--- config.mk ---
export PLATFORM = sky130hd
export DESIGN_NAME = ils_cell
export DESIGN_NICKNAME = d
export VERILOG_FILES = /design/src/sv/ils_pkg.sv /design/src/sv/ils_cell.sv
export SDC_FILE = /design/constraint.sdc
export NUM_CORES = 1
export LEC_CHECK = 0
export ABC_AREA = 1
export ABC_CLOCK_PERIOD_IN_PS = 3200
export BUFFER_PORTS_ARGS = -buffer_cell sky130_fd_sc_hd__clkbuf_2
export CAP_MARGIN = 20
export CORE_MARGIN = 8
export CORE_UTILIZATION = 45
export DETAILED_ROUTE_END_ITERATION = 6
export PLACE_DENSITY = 0.8
export SLEW_MARGIN = 10
export SYNTH_ARGS = -nofsm -noshare
export SYNTH_HDL_FRONTEND = slang
export SYNTH_SLANG_ARGS = --single-unit
--- constraint.sdc ---
create_clock -name clk_i -period 3.2 [get_ports clk_i]
set_input_delay 0.48 -clock clk_i [delete_from_list [all_inputs] [get_ports clk_i]]
set_output_delay 0.48 -clock clk_i [all_outputs]
set_load 0.02 [all_outputs]
--- src/sv/ils_pkg.sv ---
`timescale 1ns / 1ps
// Package for the indexed list store: sizes, request and status codes,
// and the control struct that the top level broadcasts to every cell.
// Has no dependencies.
package ils_pkg;

  localparam int unsigned DEPTH   = 256;
  localparam int unsigned CntW    = $clog2(DEPTH + 1);
  localparam int unsigned IdxW    = $clog2(DEPTH);
  localparam int unsigned PosW    = 8;
  localparam int unsigned CmpW    = (CntW > PosW) ? CntW : PosW;
  localparam int unsigned DataW   = 32;
  localparam int unsigned ReqW    = 2;
  localparam int unsigned StatW   = 2;
  localparam int unsigned OutCntW = 9;

  localparam logic [ReqW-1:0] REQ_APPEND = 2'd0;
  localparam logic [ReqW-1:0] REQ_READ   = 2'd1;
  localparam logic [ReqW-1:0] REQ_REMOVE = 2'd2;
  localparam logic [ReqW-1:0] REQ_CLEAR  = 2'd3;

  localparam logic [StatW-1:0] STAT_DONE  = 2'd0;
  localparam logic [StatW-1:0] STAT_RANGE = 2'd1;
  localparam logic [StatW-1:0] STAT_FULL  = 2'd2;

  typedef struct packed {
    logic             wr_en;
    logic             rm_en;
    logic             ld_en;
    logic             sh_en;
    logic [CntW-1:0]  count;
    logic [CntW-1:0]  pos;
    logic [DataW-1:0] value;
  } ils_ctl_t;

endpackage

--- src/sv/ils_cell.sv ---
`timescale 1ns / 1ps
// One cell of the list chain: holds one entry and one stage of the read line.
// Depends on ils_pkg for sizes and the broadcast control struct.
module ils_cell
  import ils_pkg::*;
(
  input  logic             clk_i,
  input  logic [IdxW-1:0]  cell_idx_i,
  input  ils_ctl_t         ctl_i,
  input  logic [DataW-1:0] nbr_entry_i,
  input  logic [DataW-1:0] nbr_rd_i,
  output logic [DataW-1:0] entry_o,
  output logic [DataW-1:0] rd_o
);

  logic [DataW-1:0] entry_q, entry_d;
  logic [DataW-1:0] rd_q, rd_d;
  logic [CntW-1:0]  idx;

  assign idx = CntW'(cell_idx_i);

  always_comb begin
    entry_d = entry_q;
    if (ctl_i.wr_en && (idx == ctl_i.count)) begin
      entry_d = ctl_i.value;
    end else if (ctl_i.rm_en && (idx >= ctl_i.pos) && ((idx + 1'b1) < ctl_i.count)) begin
      entry_d = nbr_entry_i;
    end
  end

  always_comb begin
    rd_d = rd_q;
    if (ctl_i.ld_en) begin
      rd_d = entry_q;
    end else if (ctl_i.sh_en) begin
      rd_d = nbr_rd_i;
    end
  end

  always_ff @(posedge clk_i) begin
    entry_q <= entry_d;
    rd_q    <= rd_d;
  end

  assign entry_o = entry_q;
  assign rd_o    = rd_q;

endmodule

Yosys cells after proc, flatten, opt, wreduce, memory -nomap -nowiden

Index checks and enable logic that the tools add are counted.

Divide/modulo/power cells: 0
Bitwise logic cells: 0
Eq/ne operators: 1
Shift-type cells: 0
Add/sub/neg operators: 1
$mul: 0
Mux-type cells: 4
Magnitude comparators: 2
Reduce and logical (&&, ||, !) cells: 5

Operator list:

| kind                                                          | count |
|---|---|
| 32-bit 2-to-1 mux                                             | 4 |
| 8-bit by 1-bit adder with 9-bit output, second input constant | 1 |
| 8-bit by 9-bit equality test with 1-bit output                | 1 |
| 8-bit by 9-bit >= comparator with 1-bit output                | 1 |
| 9-bit < comparator                                            | 1 |
| 2-bit nonzero test                                            | 2 |
| 1-bit logical AND                                             | 3 |

Bits in read-only memories: 0
Flip-flop bits (word level): 64
Word-level logic and storage cells: 15
Bits in writable memories: 0
Latch bits: 0
Memories kept: 0

Depth between registers and ports, before layout

Gate-level depths: netlist of the first run.

Depth after elaboration: 5
Depth in mapped cells: 14

Least setup slack after synthesis of the first run

Ideal clock, no wire load.

Path kind: input -> register
From: in cell_idx_i[0]
To: reg entry_q[0] (netlist: entry_o[0]) (enable)
Data arrival time: 2.442 ns
Buffers on the path: 0
Library setup time: 0.389 ns
Data required time: 2.811 ns
Path slack: 0.368 ns
Stages on the path: 14
Cells stage by stage: ha_1 nand3_1 nor2_1 nand2_1 xor2_1 inv_1 ha_1 nand2_1 a21oi_1 nor2_1 nand2_1 nor2_1 nand3_1 nand2_1

Longest elaborated chain between the ends: 4
Elaborated cells on any way between the ends: 8
Those cells by class: add/sub (1); order compare (2); eq/ne (1); reduce/logical (4)

Ends and longest elaborated chain:

| element                                                                                                         | line           | RTL |
|---|---|---|
| start: declaration                                                                                              | ils_cell.sv:8  | `input logic [IdxW-1:0] cell_idx_i,` |
| 8-bit by 1-bit adder with 9-bit output / 8-bit by 9-bit >= comparator with 1-bit output (equally long branches) | ils_cell.sv:26 | `end else if (ctl_i.rm_en && (idx >= ctl_i.pos) && ((idx + 1'b1) < ctl_i.count)) begin` |
| 9-bit < comparator / 1-bit logical AND (equally long branches)                                                  | ils_cell.sv:26 |  |
| 1-bit logical AND                                                                                               | ils_cell.sv:26 |  |
| 2-bit nonzero test (no source line) (*)                                                                         | --             |  |
| end signal: assignment                                                                                          | ils_cell.sv:41 | `entry_q <= entry_d;` |
| end: declaration                                                                                                | ils_cell.sv:16 | `logic [DataW-1:0] entry_q, entry_d;` |

Mark *: on every way between the ends. The rest lies on a longest branch, timed or not.
A chain may end at the register's enable or synchronous reset.

Final worst setup path of the first run

From: in cell_idx_i[1]
To: reg entry_q[31] (netlist: entry_o[31]) (enable)

The elaborated chain is that of the path after synthesis.

==> impl_results.md, run 1 <==
* Clock buffer count from CTS at 9
* Routed Antenna Nets at 0
* Setup slack, reg-to-reg at 2.37 ns
* Core Util, Final at 0.6186
* H-tree levels at 3
* Crit-path max cell delay at 0.29 ns
* Core ar. at 7607 um^2
* Clk root buf: clkbuf_8
* Crit share post-route at 0.7524
* Nets at 729
* Global-route wire length before repair at 17410 um
* Via count at 3402
* Wirelength per Cell at 15.86 um
* GR Overflow Total at 0
* Post CTS Setup Buffer Count at 0
* Chip height at 104.1 um
* Avg Vias per Cell at 4.930
* Total track usage at 0.1987
* Worst EP required at 3.22 ns
* CTS tree: done
* Yosys reg bits at 64
* DIE AREA at 10830 um^2
* Leakage at 2.570 nW
* Port Buf Inserts at 190
* Critical path fanouts, max at 32
* Status: finished clean
* Critical path endpoint: entry_o[31]$_DFFE_PP_
* Unique masters post-synth at 21
* Syn Nets at 540
* Crit-path leading delay family: simple AND/OR/NAND/NOR gates
* Area Overhead vs Synth at 34.75%
* Overall Power at 2.087 mW
* Setup ws final at 0.7923 ns
* Routed wire length at 10940 um
* CP arrival at 2.43 ns
* Fin cells at 690
* Clock sink total at 64
* Hold Buf Count CTS at 0
* # Max-Cap Violations at 0
* Antenna Cells at 0
* Reg-to-Reg Start: entry_o[14]$_DFFE_PP_
* Clock latency on the worst-skew pair at 0.33 ns
* Vias in the first global route at 3604
* Share of cells above drive strength 1 at 0.3622
* Syn Area/Cell at 8.841 um^2
* RSZ-0062 raised after global routing: no
* Worst slew margin at 0.3615
* Final hold vios at 0
* Critical path depth at 16
* Setup TNS Final at 0 ns
* Antenna violations before repair at 0
* Die W at 104.1 um
* Initial core utilization at 0.4590
* Clock Skews at 0.006783 ns
* Worst r2r dst: rd_o[14]$_DFFE_PP_
* FP Rows at 32
* Max VDD drop at 195.5 uV
* Crit path capture type: flip-flop
* Final setup viols at 0
* Startpoint type of the worst setup path: input pin
* Clock-pin transition on the worst setup and hold timing paths at 0.07 ns
* Synth Instances at 395
* Max Root-Sink Buffers at 2
* Critical path class: in -> reg
* I/O pin cnt at 191
* Worst min path class: in -> reg
* DP Worst Slack at 0.4562 ns
* Sequential area share after synthesis at 0.5503
* Slowest stage cell on the critical path: ha_1
* GP Congestion at 0.8932
* Max Freq at 415.3 MHz
* Slew @ Worst Pin at 0.9567 ns
* Post-DP HPWL at 8638 um
* CP startpoint: cell_idx_i[1]
* 1st-pass router iterations at 5
* DRC viols at 0
* Pwr Density at 443.6 nW/um^2
* Drt initial violations at 137
* Dpl cells at 675
* YS warnings at 0
* Top cell by count, worst path: nand2_1
* Buf+Inv Stages, Crit Path at 3
* CP cell instances: clkbuf_2, ha_1, nand3_1, nor2_1, nand2_1, xor2_1, inv_1, ha_1, nand2_1, a21oi_1, nor2_1, nand2_1, nor2_1, nand3_1, nand2_1, buf_12
* Mapped cell area at 3492 um^2
* CTS resizes at 0
* Worst reg2reg path depth at 2
* Largest net degree at the start of global routing at 35
* Final Max Tran Viols at 0
* Min Tclk post-route at 2.408 ns
[power by group]
group | switching, mW | internal (mW)
registers | 0.0281 | 1.00
clock network | 0.287 | 0.348
logic | 0.263 | 0.156
total | 0.578 | 1.51
[registers in the layout, summed over array words and instances (netlist names)]
signal / count
rd_o: 32
entry_o: 32
[worst reg2reg max path, stage by stage, from the launching register on]
cell,delay [ns]
edfxtp_1,0.41
nand2_1,0.10
nand2_1,0.07
[worst min path at each step]
stage / endpoint / cells past startpoint / slack (ns) / start
finish: rd_o[25]$_DFFE_PP_ / 3 / 0.42 / nbr_rd_i[25]
global route: rd_o[2]$_DFFE_PP_ / 3 / 0.41 / nbr_rd_i[2]
detailed placement: rd_o[12]$_DFFE_PP_ / 2 / 0.54 / entry_o[12]$_DFFE_PP_
global placement: rd_o[4]$_DFFE_PP_ / 2 / 0.52 / entry_o[4]$_DFFE_PP_
CTS: rd_o[2]$_DFFE_PP_ / 3 / 0.40 / nbr_rd_i[2]
floorplan: entry_o[0]$_DFFE_PP_ / 2 / 0.66 / nbr_entry_i[0]
[per-stage QoR]
stage / cell area [um^2] / hold slack [ns]
4_1_cts: 4706 / 0.4023
3_5_place_dp: 4529 / 0.5371
6_report: 4706 / 0.4168
3_3_place_gp: 4529 / 0.5250
2_1_floorplan: 3492 / 0.6586
5_1_grt: 4706 / 0.4102
[layout by cell type (no fill, tap or decap), drive strengths merged]
cell      count
ha           18
a31o          1
xor2          9
clkinvlp      1
nand4         2
nor3          3
or2           1
bufinv        1
inv          33
a21o          2
and3          1
buf           4
nor2         12
clkbuf      200
nand2       193
edfxtp       64
nand3        36
clkinv        3
a21oi         4
[routing by layer]
metal  track usage  routed length, um  vias to the layer above  share of wire
li1              -                  -                     1654              -
met1        0.2060               4101                     1555           0.37
met2        0.3593               5698                      171           0.52
met3       0.06258                877                       22          0.080
met4       0.08687                266                        0          0.024
met5             0                  0                        -              0
[Yosys cell counts, drive strengths merged]
cell type  instances  area (um^2)
nor3               3        31.28
or2                1        6.260
buf                9        63.81
and3               1        6.260
a21o               2        15.01
edfxtp            64         1922
nand3             36        180.2
a31o               1        8.760
nor2              12        45.04
nand4              2        12.51
ha                18        225.2
inv               33        123.9
a21oi              4        20.02
nand2            193        727.0
xor2               9        78.83
clkbuf             7        26.28
[cell type report]
cell class / count / area, um^2
Clock buffer: 10 / 127.6
Clock inverter: 5 / 48.80
Fill cell: 651 / 2902
Inverter: 33 / 123.9
Multi-Input combinational cell: 282 / 1363
Sequential cell: 64 / 1922
Tap cell: 102 / 127.6
Timing Repair Buffer: 194 / 993.5
[kinds of logic after synthesis]
family | Yosys count | synth area share
buffers and inverters | 49 | 0.06127
flip-flops | 64 | 0.5503
AO/OA/AOI/OAI | 7 | 0.01254
adder cells (fa/ha/maj) | 18 | 0.06449
XOR/XNOR | 9 | 0.02257
AND/OR/NAND/NOR | 248 | 0.2888
Note: power is estimated with default switching activity, not from simulation.
==> run 2, diff against run 1 <==
Settings changed: ABC_CLOCK_PERIOD_IN_PS 3200 to 2000, CORE_UTILIZATION 45 to 41, PLACE_DENSITY 0.8 to 0.77.
Clock period 3.2 ns to 2 ns, I/O delays scaled along.
==> run 2 against run 1 <==
Against the previous run: the flow now finishes with violations (negative setup slack); largest power group unchanged; cell count increased by 4.2%; register-to-register slack got worse by 1.2 ns; core utilization up 0.28 points; die area is 8.2% higher.
==> impl_results.md, run 2 (synthesized netlist as in run 1, its figures left out) <==
* Status: complete, but fails checks
* Failing checks: negative setup slack
* Crit-path leading delay family: simple AND/OR/NAND/NOR gates
* Setup ws final at -0.06031 ns (-0.8526 ns)
* Vias in the first global route at 3549 (-1.5%)
* Antenna violations before repair at 0 (unchanged)
* Chip height at 108.3 um (+4.0%)
* Sw Share at 0.2782 (+0.001066)
* Clock buffer count from CTS at 9 (unchanged)
* Global-route wire length before repair at 16890 um (-3.0%)
* Design area at 5131 um^2 (+9.0%)
* Final hold slack at 0.2386 ns (-0.1782 ns)
* Commonest non-fill, non-tap cell in the layout: nand2_1
* Core Util, Final at 0.6214 (+0.002778)
* 1st-pass router iterations at 4 (-1)
* Max VDD drop at 420.4 uV (+120%)
* Clock Skews at 0.005079 ns (-0.001704 ns)
* DRC viols at 0 (unchanged)
* Overall Power at 3.446 mW (+65%)
* GP Congestion at 0.8493 (-4.9%)
* CTS tree: done
* Area Overhead vs Synth at 46.94%
* Final hold vios at 0 (unchanged)
* Port Buf Inserts at 190 (unchanged)
* Clock-pin transition on the worst setup and hold timing paths at 0.07 ns (about the same)
* Switching power at 0.9585 mW (+66%)
* GR Overflow Total at 0 (unchanged)
* Critical path fanouts, max at 4 (-88%)
* Critical path class: in -> reg
* Crit path capture type: flip-flop
* Final Max Tran Viols at 0 (unchanged)
* Drt initial violations at 172 (+26%)
* CP cell instances: buf_8, inv_4, nor2_4, nand4_1, nor2_1, xor2_1, ha_1, nand2_2, a21oi_2, nor2_2, nand2_1, nor2_1, nand3_1, nand2_4, buf_12, clkbuf_16
* Avg Vias per Cell at 4.737 (-3.9%)
* Dpl cells at 697 (+3.3%)
* Hold Buf Count CTS at 0 (unchanged)
* Clk root buf: clkbuf_8
* Worst EP required at 2.05 ns (-1.17 ns)
* Via count at 3406 (+0.12%)
* Share of cells above drive strength 1 at 0.4153 (+0.05306)
* Worst min path class: in -> reg
* Reg power frac at 0.480 (-0.015)
* Cell internal pwr at 2.487 mW (+65%)
* Max Freq at 485.4 MHz
* Post-DP HPWL at 8982 um (+4.0%)
* Min Tclk post-route at 2.060 ns
* Routed Antenna Nets at 0 (unchanged)
* Slowest stage cell on the critical path: ha_1
* Clock latency on the worst-skew pair at 0.33 ns (about the same)
* Worst slew margin at 0.4994 (+0.1379)
* Leakage at 2.749 nW (+6.9%)
* DIE AREA at 11730 um^2 (+8.2%)
* Filler instances at 672 (+3.2%)
* Nets at 754 (+3.4%)
* Wirelength per Cell at 15.60 um (-1.6%)
* Startpoint type of the worst setup path: input pin
* Final setup viols at 32 (+32)
* Crit share post-route at 1.030
* Pwr Density at 671.5 nW/um^2 (+51%)
* Combinational power share at 0.221 (+0.020)
* # Max-Cap Violations at 0 (unchanged)
* FP Rows at 33 (+3.1%)
* RSZ-0062 raised after global routing: yes
* Slew @ Worst Pin at 0.7509 ns (-0.2058 ns)
* Max Root-Sink Buffers at 2 (unchanged)
* H-tree levels at 3 (unchanged)
* I/O pin cnt at 191 (unchanged)
* CP arrival at 2.11 ns (-0.32 ns)
* Largest net degree at the start of global routing at 34 (-2.9%)
* Core ar. at 8258 um^2 (+8.6%)
* Most used cells in the layout excluding fill and tap cells: 188 x nand2_1, 187 x clkbuf_2, 64 x edfxtp_1
* Initial core utilization at 0.4229 (-0.03617)
* Fin cells at 719 (+4.2%)
* Clock sink total at 64 (unchanged)
* Buf+Inv Stages, Crit Path at 4 (+1)
* DP Worst Slack at -0.4073 ns (-0.8635 ns)
* Top cell by count, worst path: nor2_1
* Placed cell areas at 4726 um^2 (+4.3%)
* Routed wire length at 11220 um (+2.5%)
* Setup TNS Final at -1.326 ns (-1.326 ns)
* Die W at 108.3 um (+4.0%)
* Total track usage at 0.1836 (-0.01511)
* Clock Power Share at 0.300 (-0.004)
* Crit-path max cell delay at 0.27 ns (-0.02 ns)
* Antenna Cells at 0 (unchanged)
## run 2: changes by cell type in the layout (fill, tap and decap cells not counted), sizes merged
cell      before  now
buf            4   31
clkinv         3    4
clkbuf       200  197
clkinvlp       1    2
## run 2: worst min-delay path, cell delays in order
cell,delay [ns]
clkbuf_2,0.07
nand2_1,0.05
nand2_1,0.04
## run 2: area by class of cell
cell class	instances	area, um^2	share of cell area
repair buffers	219	1319	0.2570
inverters	33	126.4	0.02463
multi-input cells	282	1446	0.2819
flip-flops and latches	64	1922	0.3745
clock buffers	9	123.9	0.02414
well taps	105	131.4	0.02560
clock inverters	7	62.56	0.01219
## run 2: per-layer routing
| layer | GRT usage | vias to the layer above | share of wire |
|---|---|---|---|
| li1 | - | 1707 | - |
| met1 | 0.1888 | 1537 | 0.37 |
| met2 | 0.3413 | 145 | 0.52 |
| met3 | 0.04224 | 17 | 0.088 |
| met4 | 0.09091 | 0 | 0.022 |
| met5 | 0 | - | 0 |
## run 2: final timing paths
| kind | from | to | slack [ns] | cells after the start |
|---|---|---|---|---|
| min reg2reg | entry_o[13]$_DFFE_PP_ | rd_o[13]$_DFFE_PP_ | 0.55 | 2 |
| max reg2reg | entry_o[1]$_DFFE_PP_ | rd_o[1]$_DFFE_PP_ | 1.18 | 2 |
| max | cell_idx_i[0] | entry_o[9]$_DFFE_PP_ | -0.06 | 16 |
| min | nbr_entry_i[23] | entry_o[23]$_DFFE_PP_ | 0.24 | 3 |
## run 2: power by group through the flow
| stage | clock (mW) | sequential (mW) | combinational (mW) |
|---|---|---|---|
| 5_1_grt | 1.11 | 1.66 | 0.831 |
| 2_1_floorplan | 0 | 1.81 | 0.220 |
| 6_report | 1.03 | 1.65 | 0.760 |
| 3_5_place_dp | 0 | 1.68 | 0.706 |
| 4_1_cts | 1.06 | 1.65 | 0.751 |
| 3_3_place_gp | 0 | 1.68 | 0.688 |
## run 2: repair_timing
item / 4_1_cts / 5_1_grt
setup buffers: 3 / 0
setup endpoints to repair: 32 / 32
pin swaps: 9 / 18
gates cloned: 2 / 1
resized for setup: 12 / 10
